[config.mk]
export PLATFORM = sky130hd
export DESIGN_NAME = led_pattern_sequencer_core_flat
export DESIGN_NICKNAME = d
export VERILOG_FILES = /design/src/lps_pkg.sv /design/src/lps_if.sv /design/src/lps_cfg_regs.sv /design/src/lps_in_stage.sv /design/src/lps_update.sv /design/src/lps_out_stage.sv /design/src/led_pattern_sequencer_core.sv /design/src/flat_wrapper.sv
export SDC_FILE = /design/constraint.sdc
export NUM_CORES = 1
export LEC_CHECK = 0
export ABC_AREA = 1
export BUFFER_PORTS_ARGS = -buffer_cell sky130_fd_sc_hd__clkbuf_2
export CAP_MARGIN = 20
export CORE_MARGIN = 5
export CORE_UTILIZATION = 47
export CTS_CLUSTER_DIAMETER = 50
export DETAILED_ROUTE_END_ITERATION = 6
export HOLD_SLACK_MARGIN = 0.02
export PLACE_DENSITY_LB_ADDON = 0.1
export SETUP_SLACK_MARGIN = 0.05
export SLEW_MARGIN = 25
export SYNTH_ARGS = -nofsm -noshare
export SYNTH_HDL_FRONTEND = slang
export SYNTH_SLANG_ARGS = --single-unit
[constraint.sdc]
create_clock -name clk -period 6.3 [get_ports clk]
set_input_delay 1.89 -clock clk [delete_from_list [all_inputs] [get_ports clk]]
set_output_delay 1.89 -clock clk [all_outputs]
set_load 0.01 [all_outputs]
[src/lps_pkg.sv]
// lps_pkg: shared types, constants and pattern tables for the led pattern sequencer
// no dependencies

package lps_pkg;

    localparam int PATTERN_COUNT = 4;

    localparam int OP_W    = 3;
    localparam int PAT_W   = 2;
    localparam int DELAY_W = 14;
    localparam int STEP_W  = 10;
    localparam int IDX_W   = 5;
    localparam int LED_W   = 8;
    localparam int ADDR_W  = 6;
    localparam int CFG_W   = 14;
    localparam int NUM_PAT = 4;

    localparam logic [PAT_W:0]     PAT_LIMIT   = (PAT_W + 1)'(PATTERN_COUNT);
    localparam logic [DELAY_W-1:0] RESET_DELAY = 14'd500;
    localparam logic [DELAY_W-1:0] RESET_MIN   = 14'd50;
    localparam logic [DELAY_W-1:0] RESET_MAX   = 14'd9000;
    localparam logic [STEP_W-1:0]  RESET_STEP  = 10'd100;
    localparam logic [DELAY_W-1:0] DELAY_MAX   = 14'h3FFF;

    typedef enum logic [OP_W-1:0] {
        OP_TICK   = 3'd0,
        OP_FASTER = 3'd1,
        OP_SLOWER = 3'd2,
        OP_START  = 3'd3,
        OP_STOP   = 3'd4
    } op_t;

    typedef enum logic [1:0] {
        REG_MIN_DELAY  = 2'd0,
        REG_MAX_DELAY  = 2'd1,
        REG_DELAY_STEP = 2'd2
    } reg_idx_t;

    typedef struct packed {
        logic [DELAY_W-1:0] min_delay;
        logic [DELAY_W-1:0] max_delay;
        logic [STEP_W-1:0]  delay_step;
    } cfg_t;

    typedef struct packed {
        logic [OP_W-1:0]  operation;
        logic [PAT_W-1:0] pattern;
    } item_t;

    typedef struct packed {
        logic [LED_W-1:0] leds;
        logic             running;
    } result_t;

    function automatic logic [ADDR_W-1:0] pat_base(input logic [PAT_W-1:0] p);
        logic [ADDR_W-1:0] b;
        unique case (p)
            2'd0:    b = 6'd0;
            2'd1:    b = 6'd14;
            2'd2:    b = 6'd21;
            default: b = 6'd44;
        endcase
        return b;
    endfunction

    function automatic logic [IDX_W-1:0] pat_len(input logic [PAT_W-1:0] p);
        logic [IDX_W-1:0] l;
        unique case (p)
            2'd0:    l = 5'd14;
            2'd1:    l = 5'd7;
            2'd2:    l = 5'd23;
            default: l = 5'd12;
        endcase
        return l;
    endfunction

    function automatic logic [LED_W-1:0] rom_byte(input logic [ADDR_W-1:0] a);
        logic [LED_W-1:0] v;
        unique case (a)
            // chaser
            6'd0:  v = 8'h01;  6'd1:  v = 8'h02;  6'd2:  v = 8'h04;  6'd3:  v = 8'h08;
            6'd4:  v = 8'h10;  6'd5:  v = 8'h20;  6'd6:  v = 8'h40;  6'd7:  v = 8'h80;
            6'd8:  v = 8'h40;  6'd9:  v = 8'h20;  6'd10: v = 8'h10;  6'd11: v = 8'h08;
            6'd12: v = 8'h04;  6'd13: v = 8'h02;
            // crash
            6'd14: v = 8'h81;  6'd15: v = 8'h42;  6'd16: v = 8'h24;  6'd17: v = 8'h18;
            6'd18: v = 8'h18;  6'd19: v = 8'h24;  6'd20: v = 8'h42;
            // billiard
            6'd21: v = 8'h08;  6'd22: v = 8'h09;  6'd23: v = 8'h09;  6'd24: v = 8'h0B;
            6'd25: v = 8'h0B;  6'd26: v = 8'h09;  6'd27: v = 8'h09;  6'd28: v = 8'h08;
            6'd29: v = 8'h08;  6'd30: v = 8'h09;  6'd31: v = 8'h09;  6'd32: v = 8'h0B;
            6'd33: v = 8'h0B;  6'd34: v = 8'h09;  6'd35: v = 8'h08;  6'd36: v = 8'h09;
            6'd37: v = 8'h0B;  6'd38: v = 8'h0F;  6'd39: v = 8'h17;  6'd40: v = 8'h23;
            6'd41: v = 8'h41;  6'd42: v = 8'h80;  6'd43: v = 8'h00;
            // tennis
            6'd44: v = 8'h85;  6'd45: v = 8'h86;  6'd46: v = 8'h89;  6'd47: v = 8'h89;
            6'd48: v = 8'h91;  6'd49: v = 8'h91;  6'd50: v = 8'hA1;  6'd51: v = 8'h61;
            6'd52: v = 8'h91;  6'd53: v = 8'h91;  6'd54: v = 8'h89;  6'd55: v = 8'h89;
            default: v = 8'h00;
        endcase
        return v;
    endfunction

endpackage

[src/lps_if.sv]
// lps_item_if and lps_result_if: valid/ready channels for input items and results
// depends on lps_pkg

interface lps_item_if;
    logic                     valid;
    logic                     ready;
    logic [lps_pkg::OP_W-1:0]  operation;
    logic [lps_pkg::PAT_W-1:0] pattern;

    modport source (output valid, operation, pattern, input ready);
    modport sink   (input valid, operation, pattern, output ready);
endinterface

interface lps_result_if;
    logic                     valid;
    logic                     ready;
    logic [lps_pkg::LED_W-1:0] leds;
    logic                     running;

    modport source (output valid, leds, running, input ready);
    modport sink   (input valid, leds, running, output ready);
endinterface

[src/lps_cfg_regs.sv]
// lps_cfg_regs: delay limit and step registers behind the write port
// depends on lps_pkg

module lps_cfg_regs (
    input  logic                      clk,
    input  logic                      rst_n,
    input  logic                      cfg_write_en,
    input  logic [1:0]                cfg_index,
    input  logic [lps_pkg::CFG_W-1:0] cfg_data,
    output lps_pkg::cfg_t             cfg
);
    import lps_pkg::*;

    cfg_t cfg_reg;

    always_ff @(posedge clk or negedge rst_n)
    begin
        if (!rst_n)
        begin
            cfg_reg.min_delay  <= RESET_MIN;
            cfg_reg.max_delay  <= RESET_MAX;
            cfg_reg.delay_step <= RESET_STEP;
        end
        else if (cfg_write_en)
        begin
            unique case (reg_idx_t'(cfg_index))
                REG_MIN_DELAY:  cfg_reg.min_delay  <= cfg_data[DELAY_W-1:0];
                REG_MAX_DELAY:  cfg_reg.max_delay  <= cfg_data[DELAY_W-1:0];
                REG_DELAY_STEP: cfg_reg.delay_step <= cfg_data[STEP_W-1:0];
                default: ;
            endcase
        end
    end

    assign cfg = cfg_reg;

endmodule

[src/lps_in_stage.sv]
// lps_in_stage: input register that holds one item until the update stage takes it
// depends on lps_pkg and lps_if

module lps_in_stage (
    input  logic           clk,
    input  logic           rst_n,
    lps_item_if.sink       item,
    input  logic           advance,
    output logic           item_valid,
    output lps_pkg::item_t item_data
);
    import lps_pkg::*;

    logic  valid_reg;
    item_t data_reg;

    assign item.ready = !valid_reg || advance;

    always_ff @(posedge clk or negedge rst_n)
    begin
        if (!rst_n)
        begin
            valid_reg <= 1'b0;
        end
        else if (item.ready)
        begin
            valid_reg <= item.valid;
        end
    end

    always_ff @(posedge clk)
    begin
        if (item.valid && item.ready)
        begin
            data_reg.operation <= item.operation;
            data_reg.pattern   <= item.pattern;
        end
    end

    assign item_valid = valid_reg;
    assign item_data  = data_reg;

endmodule

[src/lps_update.sv]
// lps_update: sequencer state and the combinational update for one item
// depends on lps_pkg

module lps_update (
    input  logic             clk,
    input  logic             rst_n,
    input  logic             advance,
    input  lps_pkg::item_t   item_data,
    input  lps_pkg::cfg_t    cfg,
    output lps_pkg::result_t result_next
);
    import lps_pkg::*;

    logic [PAT_W-1:0]   active_pattern_reg, active_pattern_next;
    logic [IDX_W-1:0]   step_index_reg, step_index_next;
    logic [DELAY_W-1:0] countdown_reg, countdown_next;
    logic               playing_reg, playing_next;
    logic [DELAY_W-1:0] delay_reg [NUM_PAT];

    op_t                op;
    logic [PAT_W-1:0]   rd_pat;
    logic [DELAY_W-1:0] delay_rd;
    logic [DELAY_W-1:0] delay_next;
    logic               delay_we;
    logic [IDX_W-1:0]   step_inc;
    logic [DELAY_W-1:0] step_ext;
    logic [DELAY_W-1:0] dec;
    logic [DELAY_W:0]   sum_delay;
    logic [DELAY_W:0]   sum_count;
    logic [IDX_W-1:0]   step_shown;
    logic [ADDR_W-1:0]  rom_addr;

    assign op       = op_t'(item_data.operation);
    assign rd_pat   = (op == OP_START) ? item_data.pattern : active_pattern_reg;
    assign delay_rd = delay_reg[rd_pat];
    assign step_ext = {{(DELAY_W-STEP_W){1'b0}}, cfg.delay_step};

    always_comb
    begin
        active_pattern_next = active_pattern_reg;
        step_index_next     = step_index_reg;
        countdown_next      = countdown_reg;
        playing_next        = playing_reg;
        delay_next          = delay_rd;
        delay_we            = 1'b0;
        step_inc            = step_index_reg + 5'd1;
        dec                 = (delay_rd > step_ext) ? delay_rd - step_ext : '0;
        sum_delay           = {1'b0, delay_rd} + {1'b0, step_ext};
        sum_count           = {1'b0, countdown_reg} + {1'b0, step_ext};
        unique case (op)
            OP_TICK:
            begin
                if (playing_reg)
                begin
                    if (countdown_reg <= 14'd1)
                    begin
                        step_index_next = (step_inc >= pat_len(active_pattern_reg)) ?
                                          '0 : step_inc;
                        countdown_next  = delay_rd;
                    end
                    else
                    begin
                        countdown_next = countdown_reg - 14'd1;
                    end
                end
            end
            OP_FASTER:
            begin
                if (playing_reg && delay_rd > cfg.min_delay)
                begin
                    delay_we       = 1'b1;
                    delay_next     = (dec < cfg.min_delay) ? cfg.min_delay : dec;
                    countdown_next = ({1'b0, countdown_reg} > ({1'b0, step_ext} + 15'd1)) ?
                                     countdown_reg - step_ext : 14'd1;
                end
            end
            OP_SLOWER:
            begin
                if (playing_reg && delay_rd < cfg.max_delay)
                begin
                    delay_we       = 1'b1;
                    delay_next     = (sum_delay > {1'b0, cfg.max_delay}) ?
                                     cfg.max_delay : sum_delay[DELAY_W-1:0];
                    countdown_next = (sum_count > {1'b0, DELAY_MAX}) ?
                                     DELAY_MAX : sum_count[DELAY_W-1:0];
                end
            end
            OP_START:
            begin
                if ({1'b0, item_data.pattern} < PAT_LIMIT)
                begin
                    active_pattern_next = item_data.pattern;
                    step_index_next     = '0;
                    countdown_next      = delay_rd;
                    playing_next        = 1'b1;
                end
            end
            OP_STOP:
            begin
                playing_next = 1'b0;
            end
            default: ;
        endcase
    end

    assign step_shown = (step_index_next >= pat_len(active_pattern_next)) ?
                        '0 : step_index_next;
    assign rom_addr   = pat_base(active_pattern_next) + {1'b0, step_shown};

    assign result_next.leds    = playing_next ? rom_byte(rom_addr) : '0;
    assign result_next.running = playing_next;

    always_ff @(posedge clk or negedge rst_n)
    begin
        if (!rst_n)
        begin
            active_pattern_reg <= '0;
            step_index_reg     <= '0;
            countdown_reg      <= '0;
            playing_reg        <= 1'b0;
            for (int i = 0; i < NUM_PAT; i++)
            begin
                delay_reg[i] <= RESET_DELAY;
            end
        end
        else if (advance)
        begin
            active_pattern_reg <= active_pattern_next;
            step_index_reg     <= step_index_next;
            countdown_reg      <= countdown_next;
            playing_reg        <= playing_next;
            if (delay_we)
            begin
                delay_reg[active_pattern_reg] <= delay_next;
            end
        end
    end

endmodule

[src/lps_out_stage.sv]
// lps_out_stage: result register that holds a result until the sink takes it
// depends on lps_pkg and lps_if

module lps_out_stage (
    input  logic             clk,
    input  logic             rst_n,
    input  logic             load,
    input  lps_pkg::result_t result_next,
    output logic             free,
    lps_result_if.source     result
);
    import lps_pkg::*;

    logic    valid_reg;
    result_t data_reg;

    assign free = !valid_reg || result.ready;

    always_ff @(posedge clk or negedge rst_n)
    begin
        if (!rst_n)
        begin
            valid_reg <= 1'b0;
        end
        else if (free)
        begin
            valid_reg <= load;
        end
    end

    always_ff @(posedge clk)
    begin
        if (load)
        begin
            data_reg <= result_next;
        end
    end

    assign result.valid   = valid_reg;
    assign result.leds    = data_reg.leds;
    assign result.running = data_reg.running;

endmodule

[src/led_pattern_sequencer_core.sv]
// led_pattern_sequencer_core: top level of the eight-led pattern sequencer
// depends on lps_pkg, lps_if, lps_cfg_regs, lps_in_stage, lps_update, lps_out_stage
//
// Plays one of four led patterns (chaser, crash, billiard, tennis), each with its own
// step delay in ticks. Every item (tick, faster, slower, start, stop) yields exactly one
// result with the current led levels and the running flag. An item passes an input
// register, the update logic and a result register; one item is taken per clock while
// the result side does not stall. A result is presented once its item has left the input
// register and been loaded into the result register. The user must write delay limits
// and step size through the cfg port only while no item is in flight, which the block does not enforce.

module led_pattern_sequencer_core (
    input  logic                      clk,
    input  logic                      rst_n,
    input  logic                      cfg_write_en,
    input  logic [1:0]                cfg_index,
    input  logic [lps_pkg::CFG_W-1:0] cfg_data,
    lps_item_if.sink                  item,
    lps_result_if.source              result
);
    import lps_pkg::*;

    cfg_t    cfg;
    item_t   item_data;
    result_t result_next;
    logic    item_valid;
    logic    out_free;
    logic    advance;

    assign advance = item_valid && out_free;

    lps_cfg_regs u_cfg (
        .clk          (clk),
        .rst_n        (rst_n),
        .cfg_write_en (cfg_write_en),
        .cfg_index    (cfg_index),
        .cfg_data     (cfg_data),
        .cfg          (cfg)
    );

    lps_in_stage u_in (
        .clk        (clk),
        .rst_n      (rst_n),
        .item       (item),
        .advance    (advance),
        .item_valid (item_valid),
        .item_data  (item_data)
    );

    lps_update u_update (
        .clk         (clk),
        .rst_n       (rst_n),
        .advance     (advance),
        .item_data   (item_data),
        .cfg         (cfg),
        .result_next (result_next)
    );

    lps_out_stage u_out (
        .clk         (clk),
        .rst_n       (rst_n),
        .load        (advance),
        .result_next (result_next),
        .free        (out_free),
        .result      (result)
    );

    // leds dark whenever the pattern is stopped
    a_dark_when_stopped: assert property (@(posedge clk) disable iff (!rst_n)
        (result.valid && !result.running) |-> (result.leds == '0))
        else $error("leds lit while stopped");

    // a stop item always produces a stopped result
    a_stop_result: assert property (@(posedge clk) disable iff (!rst_n)
        (advance && op_t'(item_data.operation) == OP_STOP) |=>
        (result.valid && !result.running))
        else $error("stop did not halt the pattern");

    // input held off only while an item waits in the input register
    a_ready_hold: assert property (@(posedge clk) disable iff (!rst_n)
        !item.ready |-> (item_valid && !out_free))
        else $error("input stalled without a waiting item");

endmodule
[src/flat_wrapper.sv]
// flat-port wrapper written by rule: the top's interface ports become plain ports
module led_pattern_sequencer_core_flat import lps_pkg::*;
  (clk, rst_n, cfg_write_en, cfg_index, cfg_data, item_valid, item_operation, item_pattern, item_ready, result_valid, result_leds, result_running, result_ready);
  lps_item_if item_i ();
  lps_result_if result_i ();
  input  logic clk;
  input  logic rst_n;
  input  logic cfg_write_en;
  input  logic [1:0] cfg_index;
  input  logic [lps_pkg::CFG_W-1:0] cfg_data;
  input wire logic [$bits(item_i.valid)-1:0] item_valid;
  input wire logic [$bits(item_i.operation)-1:0] item_operation;
  input wire logic [$bits(item_i.pattern)-1:0] item_pattern;
  output wire logic [$bits(item_i.ready)-1:0] item_ready;
  output wire logic [$bits(result_i.valid)-1:0] result_valid;
  output wire logic [$bits(result_i.leds)-1:0] result_leds;
  output wire logic [$bits(result_i.running)-1:0] result_running;
  input wire logic [$bits(result_i.ready)-1:0] result_ready;
  assign item_i.valid = item_valid;
  assign item_i.operation = item_operation;
  assign item_i.pattern = item_pattern;
  assign item_ready = item_i.ready;
  assign result_valid = result_i.valid;
  assign result_leds = result_i.leds;
  assign result_running = result_i.running;
  assign result_i.ready = result_ready;
  led_pattern_sequencer_core u_core (.clk(clk), .rst_n(rst_n), .cfg_write_en(cfg_write_en), .cfg_index(cfg_index), .cfg_data(cfg_data), .item(item_i), .result(result_i));
endmodule
==> run summary <==
Status - complete, no violations
Worst EP arrival - 6.15 ns
Clk buf depth - 2
Most Frequent Cell on Critical Path - nand2_1
VDD IR-drop max - 243 uV
Cts bufs inserted - 17
Slew Viols, Final - 0
CTS tree - yes
Fmax - 173 MHz
Power share of the sequential group - 0.176
RSZ-0062 raised after global routing - false
Combinational Power Share - 0.676
Commonest non-fill, non-tap cells in the layout - nand2_1, inv_1, nor2_1
Vias in the first global route - 11.5k
Antenna viol nets, final - 0
CP required - 6.67 ns
Final hold vios - 0
Clock power frac - 0.148
Cell Pwr Density - 545 nW/um^2
Final setup violation count - 0
Die area - 29000 um^2
Worst-path clk slew - 0.06 ns
Area leader, netlist - dfrtp_1
Drt drc - 0
Largest net degree at the start of global routing - 65
Post-synth top flop - dfrtp_1
Initial DRC count - 1324
Die H - 170 um
Hold WC Path Type - flop to flop
Register area share after synthesis - 0.283
Post-layout util - 0.529
Int Pwr - 0.00342 W
Final TNS setup - 0 ns
CTS H-tree lvls - 4
DRT Pass-1 Iters - 6
Critical path fanouts, max - 26
Static Leakage - 6.78 nW
Syn nets - 1903
Fraction of power spent switching nets - 0.531
Vias per inst - 5.71
Critical path's largest stage delay - 0.47 ns
Layout overhead on the synthesized area - 10.4%
Switch Pwr - 0.00386 W
Core area - 25300 um^2
Max_slew headroom - 0.275
Max reg flops - 56
PortBufs - 36
Most common cell after layout, fill and taps aside - nand2_1
Area contributors post-synth - dfrtp_1, ha_1, nand2_1
Cell row count - 58
I/O Pins - 37
Vias - 12.1k
Least-Margin Pin Slew - 1.08 ns
Crit Path Class - flop to flop
Synth async-reset ratio - 0.894
Setup crit end kind - flop
Die width - 170 um
Min cycle time layout - 5.78 ns
Tot GR Track Use - 0.280
Detailed Place HPWL - 30300 um
YS warnings - 0
Pwr Total - 0.00728 W
Clock Latency Late Sink - 0.44 ns
Yosys cell types - 59
Mean routed wirelength per cell - 18.9 um
Post-Place Worst Slack - 0.529 ns
Max-cap violations - 0
Mapped Area - 12100 um^2
Ant diodes - 0
Initial antenna violation count - 0
Postcts setup bufs - 0
First-pass GRT wire length - 64200 um
Avg Inst Size Synth - 6.97 um^2
Total grt overflow - 0
Worst path slowest cell - edfxtp_1
Nets - 1942
Register bit total from synthesis - 132
Starting Density - 0.479
# clock sinks - 132
Number of synthesized flops with an enable pin - 14
Syn Inst Count - 1735
Drt total wl - 40000 um
GPL Wtd Cong - 0.965
Clk_skew - 0.0176 ns
Fin Hold WS - 0.467 ns
Share of cells above drive strength 1 - 0.110
Clk root buf - clkbuf_16
Worst Setup Start Kind - flop
Final worst slack - 0.517 ns
Synth top area share - 0.172
Tcrit/Tclk final - 0.918
[layer usage]
layer / vias up / track usage / share of wire
met2: 511 / 0.444 / 0.44
met4: 0 / 0.0854 / 0.028
met1: 5698 / 0.400 / 0.45
met3: 67 / 0.0372 / 0.074
li1: 5803 / - / -
met5: - / 0 / 0
[kinds of logic after synthesis]
group | count (synthesis) | synth area share
simple gates | 846 | 0.301
flops | 132 | 0.283
compound gates | 292 | 0.141
fa+ha+maj | 142 | 0.150
buf+inv | 271 | 0.0883
xor+xnor | 52 | 0.0377
[synth_stat cells, drive strengths merged (18+ instances only)]
library cell and n:
a21oi 84, buf 18, clkbuf 37, dfrtp 83
dfstp 35, ha 137, inv 211, nand2 464
nand3 143, nand4 21, nor2 162, nor3 34
o21ai 117, xor2 47
[stage by stage]
stage	area, um^2	instances
final	13400	2117
after global routing	13400	2117
after CTS	13300	2117
after detailed placement	12700	2085
after global placement	12700	2085
after floorplan	12100	1735
[critical path, delay by kind of cell (launching register included)]
kind                       cells  cell delay, ns
DFF                            1            0.47
AOI/OAI and AO/OA              6            1.27
buffers and inverters          5            0.68
and+or+nand+nor               15            2.41
adders and majority gates      3            0.88
[layout make-up]
class,instances,area (um^2)
fillers,2530,11900
flip-flops and latches,132,3420
multi-input cells,1332,7620
inverters,216,816
clock inverters,9,126
well taps,330,413
repair buffers,75,475
clock buffers,23,479
[final timing paths]
kind                                                     from                          endpoint  slack, ns  cells after the start
worst max-delay path                 u_core.u_in.item_data[4]      u_core.u_update.delay_reg[2]       0.52                     29
worst min-delay path            u_core.u_update.delay_reg[22]     u_core.u_update.delay_reg[22]       0.47                      2
worst max register to register       u_core.u_in.item_data[4]      u_core.u_update.delay_reg[2]       0.52                     29
worst min register to register  u_core.u_update.delay_reg[22]     u_core.u_update.delay_reg[22]       0.47                      2
max in group asynchronous                               rst_n              u_core.u_cfg.cfg[22]       4.01                      2
min in group asynchronous                               rst_n  u_core.u_update.countdown_reg[9]       1.60                      2
[repair_timing]
action | 4_1_cts | 5_1_grt
hold buffers | 0 | 0
resized for setup | 0 | 2
setup endpoints to repair | 0 | 56
[power by group through the flow]
| stage | Clock (W) | Combinational, W | Sequential [W] |
|---|---|---|---|
| floorplan | 0 | 0.00347 | 0.00123 |
| global placement | 0 | 0.00478 | 0.00129 |
| detailed placement | 0 | 0.00480 | 0.00129 |
| CTS | 0.00109 | 0.00483 | 0.00127 |
| global route | 0.00112 | 0.00553 | 0.00131 |
| finish | 0.00108 | 0.00492 | 0.00128 |
(Power assumes the default switching activity.)
